**config.mk**
```make
export PLATFORM = sky130hd
export DESIGN_NAME = layer_chunk_wavefront_scheduler
export DESIGN_NICKNAME = d
export VERILOG_FILES = /design/src/sv/lcws_pkg.sv /design/src/sv/layer_chunk_wavefront_scheduler.sv /design/src/sv/lcws_store.sv
export SDC_FILE = /design/constraint.sdc
export NUM_CORES = 1
export LEC_CHECK = 0
export BUFFER_PORTS_ARGS = -buffer_cell sky130_fd_sc_hd__buf_4
export CAP_MARGIN = 25
export CORE_MARGIN = 1
export CORE_UTILIZATION = 55
export CTS_CLUSTER_SIZE = 28
export DETAILED_ROUTE_END_ITERATION = 6
export PLACE_DENSITY = 0.83
export SLEW_MARGIN = 20
export SYNTH_ARGS = -nofsm -noshare
export SYNTH_HDL_FRONTEND = slang
export SYNTH_SLANG_ARGS = --single-unit
```
**constraint.sdc**
```tcl
create_clock -name clk_i -period 22.3 [get_ports clk_i]
set_clock_uncertainty 0.2 [all_clocks]
set_input_delay 4.46 -clock clk_i [delete_from_list [all_inputs] [get_ports clk_i]]
set_output_delay 4.46 -clock clk_i [all_outputs]
set_load 0.005 [all_outputs]
```
**src/sv/lcws_pkg.sv**
```systemverilog
package lcws_pkg;

  localparam int unsigned MAX_LAYERS_DEF = 16;

  // Chunks per sequence; must stay a power of two (chunk length is a shift)
  localparam int unsigned CHUNK_TARGET = 16;
  localparam int unsigned CHUNK_SHIFT  = $clog2(CHUNK_TARGET);

  // Per-layer progress in chunks, 0 .. CHUNK_TARGET
  localparam int unsigned CHUNK_W  = $clog2(CHUNK_TARGET + 1);
  localparam int unsigned SEQ_W    = 16;
  localparam int unsigned LEN_W    = 13;
  localparam int unsigned START_W  = CHUNK_W + LEN_W;
  localparam int unsigned NL_W     = 5;
  localparam int unsigned NS_W     = 5;
  localparam int unsigned STREAM_W = 4;
  localparam int unsigned MAX_STREAMS = 16;

  localparam int unsigned CFG_ADDR_W = 2;
  localparam int unsigned CFG_DATA_W = 16;

  localparam int unsigned IN_TDATA_W  = 8;
  localparam int unsigned OUT_TDATA_W = 48;
  localparam int unsigned OUT_TUSER_W = 2;
  localparam int unsigned USER_GRANT  = 0;
  localparam int unsigned USER_DONE   = 1;

  typedef enum logic [CFG_ADDR_W-1:0] {
    CFG_NUM_LAYERS  = 2'd0,
    CFG_SEQ_LEN     = 2'd1,
    CFG_NUM_STREAMS = 2'd2
  } cfg_idx_e;

  typedef struct packed {
    logic rd;
    logic wr;
    logic clr;
  } store_ctrl_t;

endpackage

```
**src/sv/layer_chunk_wavefront_scheduler.sv**
```systemverilog
// Wavefront chunk scheduler for a multi-layer sequence job.
// Config port: cfg_we_i writes cfg_wdata_i into register cfg_addr_i
// (0 num_layers, 1 seq_len, 2 num_streams); write only while idle.
// Input stream: one item requests one scheduling round; tdata[0] set
// clears all layer progress first (start of a new job).
// Output stream: one item per granted chunk, tlast on the last item of
// the round. A round with no grant gives one item with tuser all_done set.
// A round reads one layer per cycle, while the output register is not stalled,
// through the single read port of the progress store, and each layer then
// passes through the read, multiply and decide stages.
// s_axis_tready is high only between rounds.
// A grant is held back until the next grant or the round end reaches the
// decide stage, so tlast can be marked on the last one.
// A stalled receiver freezes the whole pipeline; the output register
// holds its item until taken, and the next round may be accepted while
// the final item of the previous one still waits.
// Reset sets num_layers 1, seq_len 1, num_streams 2 and clears progress
// at once (valid bits), so the block is ready on the first cycle.
module layer_chunk_wavefront_scheduler #(
  parameter int unsigned MAX_LAYERS = lcws_pkg::MAX_LAYERS_DEF
) (
  input  logic                              clk_i,
  input  logic                              rst_ni,
  input  logic                              cfg_we_i,
  input  logic [lcws_pkg::CFG_ADDR_W-1:0]   cfg_addr_i,
  input  logic [lcws_pkg::CFG_DATA_W-1:0]   cfg_wdata_i,
  input  logic                              s_axis_tvalid,
  output logic                              s_axis_tready,
  // [0] new_job, [7:1] zero
  input  logic [lcws_pkg::IN_TDATA_W-1:0]   s_axis_tdata,
  output logic                              m_axis_tvalid,
  input  logic                              m_axis_tready,
  // [3:0] layer_index, [7:4] chunk_index, [23:8] time_offset,
  // [36:24] chunk_length, [40:37] stream_index, [41] wait_prev_chunk,
  // [42] wait_prev_layer, [47:43] zero
  output logic [lcws_pkg::OUT_TDATA_W-1:0]  m_axis_tdata,
  // [0] grant_valid, [1] all_done
  output logic [lcws_pkg::OUT_TUSER_W-1:0]  m_axis_tuser,
  output logic                              m_axis_tlast
);

  localparam int unsigned LW = (MAX_LAYERS > 1) ? $clog2(MAX_LAYERS) : 1;
  localparam int unsigned CW = $clog2(MAX_LAYERS + 1);
  localparam int unsigned SW = lcws_pkg::START_W;

  typedef enum logic [2:0] {
    ST_IDLE  = 3'b001,
    ST_ISSUE = 3'b010,
    ST_DRAIN = 3'b100
  } state_e;

  // Configuration
  logic [lcws_pkg::NL_W-1:0]  num_layers_q;
  logic [lcws_pkg::SEQ_W-1:0] seq_len_q;
  logic [lcws_pkg::NS_W-1:0]  num_streams_q;

  always_ff @(posedge clk_i or negedge rst_ni) begin
    if (!rst_ni) begin
      num_layers_q  <= lcws_pkg::NL_W'(1);
      seq_len_q     <= lcws_pkg::SEQ_W'(1);
      num_streams_q <= lcws_pkg::NS_W'(2);
    end else if (cfg_we_i) begin
      case (lcws_pkg::cfg_idx_e'(cfg_addr_i))
        lcws_pkg::CFG_NUM_LAYERS:  num_layers_q  <= cfg_wdata_i[lcws_pkg::NL_W-1:0];
        lcws_pkg::CFG_SEQ_LEN:     seq_len_q     <= cfg_wdata_i[lcws_pkg::SEQ_W-1:0];
        lcws_pkg::CFG_NUM_STREAMS: num_streams_q <= cfg_wdata_i[lcws_pkg::NS_W-1:0];
        default: ;
      endcase
    end
  end

  // Derived round constants
  logic [lcws_pkg::SEQ_W:0]       seq_round;
  logic [lcws_pkg::LEN_W-1:0]     len;
  logic [CW-1:0]                  layers;
  logic [lcws_pkg::NS_W-1:0]      streams;
  logic                           multi;
  logic [lcws_pkg::STREAM_W-1:0]  first;
  logic [lcws_pkg::STREAM_W-1:0]  round_n;

  assign seq_round = {1'b0, seq_len_q} + (lcws_pkg::SEQ_W + 1)'(lcws_pkg::CHUNK_TARGET - 1);
  assign len       = lcws_pkg::LEN_W'(seq_round >> lcws_pkg::CHUNK_SHIFT);
  assign layers    = ({3'b000, num_layers_q} > 8'(MAX_LAYERS)) ? CW'(MAX_LAYERS)
                                                             : CW'(num_layers_q);
  assign streams   = (num_streams_q > lcws_pkg::NS_W'(lcws_pkg::MAX_STREAMS))
                     ? lcws_pkg::NS_W'(lcws_pkg::MAX_STREAMS) : num_streams_q;
  assign multi     = streams > lcws_pkg::NS_W'(1);
  assign first     = multi ? lcws_pkg::STREAM_W'(1) : '0;
  assign round_n   = multi ? lcws_pkg::STREAM_W'(streams - lcws_pkg::NS_W'(1))
                           : lcws_pkg::STREAM_W'(1);

  // Control
  state_e                        state_q, state_d;
  logic [CW-1:0]                 ra_q, ra_d;
  logic [lcws_pkg::STREAM_W-1:0] rr_q, rr_d, rr_next;
  logic                          accept, adv, issue, issue_end, issue_rd;

  // Pipeline stages
  logic                          a_vld_q, a_flush_q;
  logic [LW-1:0]                 a_layer_q;
  logic                          b_vld_q, b_flush_q;
  logic [LW-1:0]                 b_layer_q;
  logic [lcws_pkg::CHUNK_W-1:0]  b_chunk_q;
  logic [SW-1:0]                 b_start_q;
  logic [SW-1:0]                 prev_start_q;
  logic [lcws_pkg::CHUNK_W-1:0]  rd_chunk;

  // Held grant and output register
  logic                               hold_vld_q, hold_vld_d;
  logic [lcws_pkg::OUT_TDATA_W-1:0]   hold_data_q;
  logic                               m_valid_q, m_valid_d;
  logic [lcws_pkg::OUT_TDATA_W-1:0]   m_data_q;
  logic [lcws_pkg::OUT_TUSER_W-1:0]   m_user_q;
  logic                               m_last_q;

  // Decide stage
  logic                               c_do, in_range, dep_ok, grant, out_load;
  logic [SW:0]                        end_sum, end_cap;
  logic [lcws_pkg::OUT_TDATA_W-1:0]   grant_data;
  logic [lcws_pkg::STREAM_W-1:0]      stream;

  lcws_pkg::store_ctrl_t st_ctrl;

  assign adv           = !m_valid_q || m_axis_tready;
  assign s_axis_tready = (state_q == ST_IDLE);
  assign accept        = s_axis_tvalid && s_axis_tready;
  assign issue         = (state_q == ST_ISSUE) && adv;
  assign issue_end     = issue && (ra_q == layers);
  assign issue_rd      = issue && (ra_q != layers);

  always_comb begin
    state_d = state_q;
    case (state_q)
      ST_IDLE:  if (accept) state_d = ST_ISSUE;
      ST_ISSUE: if (issue_end) state_d = ST_DRAIN;
      ST_DRAIN: if (adv && b_vld_q && b_flush_q) state_d = ST_IDLE;
      default:  state_d = ST_IDLE;
    endcase
  end

  assign ra_d = accept ? '0 : (issue_rd ? ra_q + CW'(1) : ra_q);

  assign rr_next = (rr_q + lcws_pkg::STREAM_W'(1) == round_n) ? '0
                                                              : rr_q + lcws_pkg::STREAM_W'(1);

  // Decide: committed progress of the layer below equals its progress at
  // round start, which is the start offset computed for it one step earlier.
  assign c_do     = adv && b_vld_q;
  assign in_range = b_start_q < SW'(seq_len_q);
  assign end_sum  = (SW + 1)'(b_start_q) + (SW + 1)'(len);
  assign end_cap  = (end_sum > (SW + 1)'(seq_len_q)) ? (SW + 1)'(seq_len_q) : end_sum;
  assign dep_ok   = (b_layer_q == '0) || ((SW + 1)'(prev_start_q) >= end_cap);
  assign grant    = b_vld_q && !b_flush_q && in_range && dep_ok;
  assign stream   = first + rr_q;

  assign grant_data = {5'b00000,
                       (b_layer_q != '0),
                       (b_chunk_q != '0),
                       stream,
                       len,
                       b_start_q[lcws_pkg::SEQ_W-1:0],
                       b_chunk_q[3:0],
                       4'(b_layer_q)};

  assign out_load   = c_do && (b_flush_q || (grant && hold_vld_q));
  assign m_valid_d  = out_load ? 1'b1 : (m_axis_tready ? 1'b0 : m_valid_q);
  assign hold_vld_d = (c_do && b_flush_q) ? 1'b0 : ((c_do && grant) ? 1'b1 : hold_vld_q);
  assign rr_d       = accept ? '0 : ((c_do && grant) ? rr_next : rr_q);

  always_ff @(posedge clk_i or negedge rst_ni) begin
    if (!rst_ni) begin
      state_q    <= ST_IDLE;
      ra_q       <= '0;
      rr_q       <= '0;
      a_vld_q    <= 1'b0;
      a_flush_q  <= 1'b0;
      b_vld_q    <= 1'b0;
      b_flush_q  <= 1'b0;
      hold_vld_q <= 1'b0;
      m_valid_q  <= 1'b0;
    end else begin
      state_q    <= state_d;
      ra_q       <= ra_d;
      rr_q       <= rr_d;
      hold_vld_q <= hold_vld_d;
      m_valid_q  <= m_valid_d;
      if (adv) begin
        a_vld_q   <= issue;
        a_flush_q <= issue_end;
        b_vld_q   <= a_vld_q;
        b_flush_q <= a_flush_q;
      end
    end
  end

  always_ff @(posedge clk_i) begin
    if (adv) begin
      a_layer_q <= ra_q[LW-1:0];
      b_layer_q <= a_layer_q;
      b_chunk_q <= rd_chunk;
      b_start_q <= SW'(rd_chunk) * SW'(len);
    end
    if (c_do && !b_flush_q) begin
      prev_start_q <= b_start_q;
    end
    if (c_do && grant) begin
      hold_data_q <= grant_data;
    end
    if (out_load) begin
      m_last_q <= b_flush_q;
      if (b_flush_q && !hold_vld_q) begin
        m_data_q <= '0;
        m_user_q <= lcws_pkg::OUT_TUSER_W'(1 << lcws_pkg::USER_DONE);
      end else begin
        m_data_q <= hold_data_q;
        m_user_q <= lcws_pkg::OUT_TUSER_W'(1 << lcws_pkg::USER_GRANT);
      end
    end
  end

  // Writes land on layers already read this round; the next round reads
  // only after the pipeline has drained, so no forwarding is needed.
  assign st_ctrl.rd  = issue_rd;
  assign st_ctrl.wr  = c_do && grant;
  assign st_ctrl.clr = accept && s_axis_tdata[0];

  lcws_store #(
    .DEPTH (MAX_LAYERS),
    .AW    (LW)
  ) u_store (
    .clk_i   (clk_i),
    .rst_ni  (rst_ni),
    .ctrl_i  (st_ctrl),
    .raddr_i (ra_q[LW-1:0]),
    .waddr_i (b_layer_q),
    .wdata_i (b_chunk_q + lcws_pkg::CHUNK_W'(1)),
    .rdata_o (rd_chunk)
  );

  assign m_axis_tvalid = m_valid_q;
  assign m_axis_tdata  = m_data_q;
  assign m_axis_tuser  = m_user_q;
  assign m_axis_tlast  = m_last_q;

  a_accept_empty: assert property (@(posedge clk_i) disable iff (!rst_ni)
    accept |-> (!a_vld_q && !b_vld_q && !hold_vld_q))
    else $error("round accepted with pipeline not empty");

  a_store_overlap: assert property (@(posedge clk_i) disable iff (!rst_ni)
    (st_ctrl.rd && st_ctrl.wr) |-> (ra_q[LW-1:0] != b_layer_q))
    else $error("store read and write hit the same layer");

  a_rr_range: assert property (@(posedge clk_i) disable iff (!rst_ni)
    (state_q != ST_IDLE) |-> (rr_q < round_n))
    else $error("stream counter out of range");

  a_flush_last: assert property (@(posedge clk_i) disable iff (!rst_ni)
    (adv && b_vld_q && b_flush_q) |=> (m_axis_tvalid && m_axis_tlast))
    else $error("round end did not produce a last item");

endmodule

```
**src/sv/lcws_store.sv**
```systemverilog
module lcws_store #(
  parameter int unsigned DEPTH = lcws_pkg::MAX_LAYERS_DEF,
  parameter int unsigned AW    = 4
) (
  input  logic                        clk_i,
  input  logic                        rst_ni,
  input  lcws_pkg::store_ctrl_t       ctrl_i,
  input  logic [AW-1:0]               raddr_i,
  input  logic [AW-1:0]               waddr_i,
  input  logic [lcws_pkg::CHUNK_W-1:0] wdata_i,
  output logic [lcws_pkg::CHUNK_W-1:0] rdata_o
);

  logic [lcws_pkg::CHUNK_W-1:0] mem_q [DEPTH];
  logic [lcws_pkg::CHUNK_W-1:0] rdata_q;
  logic [DEPTH-1:0]             vld_q;
  logic                         rvld_q;

  always_ff @(posedge clk_i) begin
    if (ctrl_i.wr) begin
      mem_q[waddr_i] <= wdata_i;
    end
    if (ctrl_i.rd) begin
      rdata_q <= mem_q[raddr_i];
    end
  end

  // An entry not written since reset or the last job start reads as zero
  always_ff @(posedge clk_i or negedge rst_ni) begin
    if (!rst_ni) begin
      vld_q  <= '0;
      rvld_q <= 1'b0;
    end else begin
      if (ctrl_i.clr) begin
        vld_q <= '0;
      end else if (ctrl_i.wr) begin
        vld_q[waddr_i] <= 1'b1;
      end
      if (ctrl_i.rd) begin
        rvld_q <= vld_q[raddr_i];
      end
    end
  end

  assign rdata_o = rvld_q ? rdata_q : '0;

endmodule

```
After elaboration in Yosys (flattened, before gate mapping)
Memory sizes are Yosys's and may differ from the RTL's. A register that Yosys moved wholly into a read port is not among the register bits.
Index checks and enable logic that the tools add are counted.
W data, S select, Z words.
- bits in read-only memories: 0
- register bits after elaboration: 199
- latch bits: 0
- memories kept: 1
- bits of input ports: 31
- bits in writable memories: 80
- memories (memory ; depth ; width ; read ports ; clocked after memory_dff ; wr ports ; line ; RTL):
    u_store.mem_q ; 16 ; 5 ; 1 ; 1 ; 1 ; lcws_store.sv:14 ; logic [lcws_pkg::CHUNK_W-1:0] mem_q [DEPTH];
- $add $sub $neg: 7
- shift operators: 0
- bitwise operators: 1
- multiply operators: 1
- reduce and logical (&&, ||, !) cells: 35
- divide/modulo/power cells: 0
- mux-type cells: 28
- $lt $le $gt $ge: 9
- equal/unequal tests: 11
- operators with widths (cell ; count):
    $mux W16 ; 2
    $mux W5 ; 5
    $add A18 B13 Y19 ; 1
    $ge A18 B19 Y1 ; 1
    $gt A19 B16 Y1 ; 1
    $mux W19 ; 1
    $lt A18 B16 Y1 ; 1
    $mul A5 B13 Y18 ; 1
    $add A16 B4 Y17 const B ; 1
    $logic_and A1 B1 Y1 ; 16
    $mux W4 ; 4
    $or A16 B16 Y16 ; 1
    $add A5 B1 Y5 const B ; 2
    $gt A5 B5 Y1 const B ; 2
    $lt A4 B5 Y1 const B ; 2
    $reduce_bool A2 Y1 ; 5
    $mux W1 ; 9
    $mux W3 ; 3
    $pmux W3 S3 ; 1
    $reduce_and A2 Y1 ; 3
    $eq A5 B5 Y1 ; 1
    $gt A5 B1 Y1 const B ; 1
    $ne A5 B5 Y1 ; 1
    $reduce_bool A5 Y1 ; 1
    21 further kinds ; 26

Logic depth before layout (Yosys ltp)
- depth in word-level cells: 11
- gate-level depth with buffers: 36
- gate-level depth less buffers: 33

Modules after synthesis
From an unflattened synthesis, not the netlist that was laid out.
- cell total of the unflattened synthesis: 1091
- area, all modules: 14796.7 um^2
- by module, submodules not included (module ; area each (um^2) ; cells an instance ; times used):
    layer_chunk_wavefront_scheduler ; 10721.5 ; 886 ; 1
    lcws_store ; 4075.2 ; 205 ; 1

Worst setup path after synthesis
Ideal clock, no wire load.
- path type: input to register
- start: in m_axis_tready
- end: reg m_data_q, in the netlist m_axis_tdata[0] (enable)
- arrival time: 7.535 ns
- required time: 21.696 ns
- buffers on the path: 1
- slack: 14.161 ns
- stages: 10
- path through: and2b_1 -> inv_2 -> and4b_1 -> o211ai_1 -> a311oi_1 -> a211oi_2 -> nor2_4 -> buf_6 -> nand2_1 -> nand2_1
- cells in the longest elaborated chain, start to end: 3
- ends and longest elaborated chain (element ; line ; RTL):
    from (decl) ; layer_chunk_wavefront_scheduler.sv:32 ; input logic m_axis_tready,
    $logic_or A1 B1 Y1 ; layer_chunk_wavefront_scheduler.sv:124 ; assign adv = !m_valid_q || m_axis_tready;
    $logic_and A1 B1 Y1 ; layer_chunk_wavefront_scheduler.sv:148 ; assign c_do = adv && b_vld_q;
    $logic_and A1 B1 Y1 ; layer_chunk_wavefront_scheduler.sv:165 ; assign out_load = c_do && (b_flush_q || (grant && hold_vld_q));
    to (signal assigned) ; layer_chunk_wavefront_scheduler.sv:215 ; m_data_q <= hold_data_q;
    to (decl) ; layer_chunk_wavefront_scheduler.sv:112 ; logic [lcws_pkg::OUT_TDATA_W-1:0] m_data_q;
No other way between the ends.
A chain may end at the register's enable or synchronous reset.

Final worst setup path
- start: reg seq_len_q[3] in the netlist's numbering
- end: mem u_store.mem_q[8][1] in the netlist's numbering (enable)
- cells in the longest elaborated chain, start to end: 10
- elaborated cells between the ends (all ways): 12
- ends and longest elaborated chain (element ; line ; RTL):
    from (decl) ; layer_chunk_wavefront_scheduler.sv:54 ; logic [lcws_pkg::SEQ_W-1:0] seq_len_q;
    from (signal assigned) ; layer_chunk_wavefront_scheduler.sv:60 ; seq_len_q <= lcws_pkg::SEQ_W'(1);
    from (signal assigned) ; layer_chunk_wavefront_scheduler.sv:65 ; lcws_pkg::CFG_SEQ_LEN: seq_len_q <= cfg_wdata_i[lcws_pkg::SEQ_W-1:0];
    $add A16 B4 Y17 * ; layer_chunk_wavefront_scheduler.sv:81 ; assign seq_round = {1'b0, seq_len_q} + (lcws_pkg::SEQ_W + 1)'(lcws_pkg::CHUNK_TARGET - 1);
    named net grant_data (one bit) ; layer_chunk_wavefront_scheduler.sv:119 ; logic [lcws_pkg::OUT_TDATA_W-1:0] grant_data;
    $add A18 B13 Y19 * ; layer_chunk_wavefront_scheduler.sv:150 ; assign end_sum = (SW + 1)'(b_start_q) + (SW + 1)'(len);
    $gt A19 B16 Y1 ; layer_chunk_wavefront_scheduler.sv:151 ; assign end_cap = (end_sum > (SW + 1)'(seq_len_q)) ? (SW + 1)'(seq_len_q) : end_sum;
    $mux W19 * ; layer_chunk_wavefront_scheduler.sv:151 ;
    $ge A18 B19 Y1 * ; layer_chunk_wavefront_scheduler.sv:152 ; assign dep_ok = (b_layer_q == '0) || ((SW + 1)'(prev_start_q) >= end_cap);
    $logic_or A1 B1 Y1 * ; layer_chunk_wavefront_scheduler.sv:152 ;
    $logic_and A1 B1 Y1 * ; layer_chunk_wavefront_scheduler.sv:153 ; assign grant = b_vld_q && !b_flush_q && in_range && dep_ok;
    $logic_and A1 B1 Y1 * ; layer_chunk_wavefront_scheduler.sv:224 ; assign st_ctrl.wr = c_do && grant;
    $mux W1 * ; lcws_store.sv:20 ; if (ctrl_i.wr) begin
    $mux W1 (implied by the code) * ; lcws_store.sv:21 ; mem_q[waddr_i] <= wdata_i;
    to (decl) ; lcws_store.sv:14 ;
Mark *: on every way through the listed nets, which the timed path passes. The rest lies on a longest branch.

==> results.txt <==
The count of state elements after synthesis was 284. The number of fillers in the final layout was 1851; the sequential-to-total area share from yosys stat was 0.5626. The pre-antenna-repair detailed-routing pass consisted of 5 iterations. The tree built by TritonCTS fans out to 284 sinks. For the number of hold violations in the final report, the log shows 0. For this design the static power due to leakage is 6.804 nW. The number of slew-limit violations in the final report was 0; the fraction of the mapped netlist area in compound gates was 0.06340. Setup violations remaining at the end of the flow were counted as 0.

The tools report the total track usage as 0.2357. The cell with the biggest individual delay on the critical path was a211o_1. The first global-routing pass estimated 48630 µm of wire. The run gives 0 as the count of instances resized after the clock tree is built. Depth of the worst register-to-register path: 31. The HPWL after detailed placement is 22400 µm. The simple-gate area share of the yosys netlist is 0.1019. The core region is 26060 µm². Wires add up to 31090 µm. The largest buffer count on any clock path is 3, and the placed standard-cell area is 15500 µm². Sorting the synthesized cells by how often they occur yields edfxtp_1 (223), nand2_1 (101), ha_1 (96). TritonCTS built the clock tree. The via total after detailed routing is 8995.

Each instance of the synthesized netlist takes up on average 13.48 µm². The critical path start-end classification was reg2reg. The area fraction of the dominant cell type after synthesis came out at 0.4579.

Prior to clock tree synthesis, the placed netlist has a worst setup slack of 12.54 ns. The tools report the launching element type of the critical path as a register. Derived from the worst setup path, the maximum achievable clock frequency is 103.0 MHz.

Yosys attributes the largest share of cell area to edfxtp_1 (46%), dfrtp_1 (9.8%), ha_1 (8.2%). Library cell occupying the most area in the post-synthesis netlist: edfxtp_1. The tools report the signal arrival time at the worst endpoint as 9.71 ns.

In the routed design, unresolved DRC markers number 0. The share of the cycle needed by the critical path after routing was 0.4354; the Yosys warning count was 0. The root buffer cell chosen for the clock tree is clkbuf_16.

For the final routed database, the setup TNS stands at 0 ns. The count of buffers added on input and output ports is 71. The buffers plus inverters on the worst setup path works out to 1.

The logs give 0.5612 for the initial core utilization and 0.2848 for the worst max-slew margin expressed relative to the limit. Counting buffers and inverters, the worst setup path is 31 cells deep. The layout overhead on the synthesized area works out to 12.77%.

The clock period minus worst slack came out at 9.710 ns. Dividing total power by cell area gives a power density of 127.9 nW/µm². The commonest register cell after synthesis was edfxtp_1. By instance count, the cell type seen most on the critical path is a21oi_1. Yosys mapped a number of flops with a built-in enable equal to 223. The initial antenna violation count came out at 0.

The die is 165.1 µm tall. Synthesis handed over a netlist of 1085 instances. Via-per-instance ratio: 5.887. The fraction of final layout cells with drive strength greater than 1 works out to 0.1777. The fraction of the mapped netlist area in adder cells was 0.1287.

At the pin with the least slew margin, the transition time is 1.073 ns. Of all nets on the critical path, the largest fanout is 55. After routing the design area is 16490 µm². The tools report the number of top-level pins as 84. The number of buffers inserted during clock tree synthesis was 28. Hold repair after CTS inserted 0 buffers.

For the number of library cell types mapped by synthesis, the log shows 78. The mux share of post-synthesis cell area was 0.08034; the average detailed-routed wire length per instance was 20.34 µm. Final core area utilization: 0.6328. Setup repair after global routing left no endpoint under its margin. The xor/xnor share of the synthesized area was 0.03405; the count of buffers added by post-CTS timing repair for setup was 0. For the pin count of the biggest net entering global routing, the log shows 62. The most instantiated library cell after synthesis is edfxtp_1. The via count of the first global-routing pass was 9241; the delay of the slowest cell on the worst path was 0.68 ns. The run gives 100.2 µV as the maximum resistive drop on vdd. The post-synthesis instance area is 14620 µm², and the clock-pin transition on the worst setup and hold timing paths is 0.06 ns. The proportion of synthesized flip-flops having asynchronous set or reset came out at 0.2148. By area, the combinational part of the netlist is dominated by adder cells. The count of nets left with antenna violations once routing finished came out at 0. The slack of the critical path is 12.59 ns, and the count of maximum capacitance violations is 0.

The floorplan has 59 rows. On the final layout, the worst hold slack is 0.2210 ns. The die covers 27240 µm². The total number of H-tree levels is 1, and the global placement routability congestion is 0.8767.

The number of antenna diodes in the final layout is 0. For the worst setup path, the data required time is 22.30 ns. For this block, the initial DRC count from the detailed router was 750.

The clock latency on the worst-skew pair was 0.57 ns. The number of cells on the worst hold path was 0. The flow ran to the end, and the final reports show no timing, DRC or antenna violations.

The capturing element type of the critical path was a register. In this run the worst hold path is classified as reg2reg. For this run the aggregate overflow at the end of global routing stands at 0.

The register-to-register setup slack was 12.59 ns; the number of nets in the final layout was 1332. On the critical path the largest part of the delay comes from compound AO/OA/AOI/OAI gates. The x dimension of the die came out at 165.1 µm.
==> routing by layer <==
metal | global-route usage | routed length, µm
met1 | 0.2976 | 12080
met4 | 0.1005 | 1314
met3 | 0.03097 | 1834
met5 | 0 | 0
met2 | 0.4079 | 15860
==> registers in the layout (all words and copies together) (netlist names), 16 cells and up <==
register / count
b_start_q: 18
hold_data_q: 43
m_axis_tdata: 43
prev_start_q: 18
seq_len_q: 16
u_store.mem_q: 80
u_store.vld_q: 16
==> layout make-up <==
cell class                      instances  area (µm²)  share of cell area
Clock inverter                         15       181.4             0.01100
Timing Repair Buffer                   79       593.1             0.03596
Clock buffer                           37       793.3             0.04810
Multi-Input combinational cell        710        6021              0.3651
Inverter                               68       255.2             0.01548
Tap cell                              335       419.2             0.02542
Sequential cell                       284        8228              0.4989
==> path summary, 6_finish.rpt <==
check,from,to
setup / recovery,seq_len_q[3],u_store.mem_q[8][1]
hold / removal,a_layer_q[1],b_layer_q[1]
setup reg to reg,seq_len_q[3],u_store.mem_q[8][1]
hold reg to reg,a_layer_q[1],b_layer_q[1]
max in group asynchronous,rst_ni,seq_len_q[6]
min in group asynchronous,rst_ni,num_streams_q[2]
==> metrics by stage <==
step,power (W),std cells
after floorplan,0.001373,1090
after global placement,0.001573,1475
after detailed placement,0.001619,1476
after CTS,0.002114,1528
after global routing,0.002234,1528
final,0.002109,1528
==> kinds of logic after synthesis <==
| kind of cell | after synthesis |
|---|---|
| muxes | 76 |
| other | 2 |
| buffers and inverters | 96 |
| xor gates and xnor gates | 56 |
| and+or+nand+nor | 298 |
| DFF | 284 |
| AOI/OAI and AO/OA | 143 |
| adders and majority gates | 130 |
==> report_power, final <==
| part | internal [W] | leakage, nW | switching, W | total (W) |
|---|---|---|---|---|
| Clock | 0.000287 | 0.487 | 0.000198 | 0.000485 |
| Sequential | 0.000760 | 2.89 | 0.0000795 | 0.000839 |
| Combinational | 0.000325 | 3.43 | 0.000460 | 0.000785 |
==> worst reg2reg max path: cells and delay by family (launching register included) <==
kind | cells | cell delay (ns)
xor+xnor | 2 | 0.89
fa+ha+maj | 3 | 0.99
mux | 1 | 0.45
compound gates | 12 | 2.99
buf+inv | 1 | 0.58
flops | 1 | 0.47
simple gates | 12 | 2.78
==> layout by cell type, fill, tap and decap left out, drive strengths merged, types with 4 or more instances in the layout <==
| master | netlist | layout |
|---|---|---|
| conb | 2 | 7 |
| mux4 | 30 | 30 |
| dfstp | 4 | 4 |
| or3 | 5 | 5 |
| mux2i | 18 | 18 |
| and2 | 59 | 59 |
| o211ai | 5 | 5 |
| nor2b | 6 | 6 |
| clkbuf | 14 | 37 |
| nor3 | 7 | 7 |
| nand2 | 102 | 102 |
| clkinv | 1 | 12 |
| and3 | 8 | 8 |
| inv | 67 | 68 |
| buf | 14 | 79 |
| dfrtp | 57 | 57 |
| a211oi | 7 | 7 |
| nand2b | 13 | 13 |
| fa | 34 | 34 |
| nand4 | 7 | 7 |
| mux2 | 28 | 28 |
| o21bai | 7 | 7 |
| o21ai | 36 | 36 |
| o21a | 5 | 5 |
| ha | 96 | 96 |
| xnor2 | 37 | 37 |
| a21oi | 41 | 41 |
| nor2 | 56 | 56 |
| a21o | 14 | 14 |
| xor2 | 19 | 19 |
| edfxtp | 223 | 223 |
| nand3 | 19 | 19 |
| nand3b | 5 | 5 |
No activity file was read; power rests on OpenSTA's default activity.
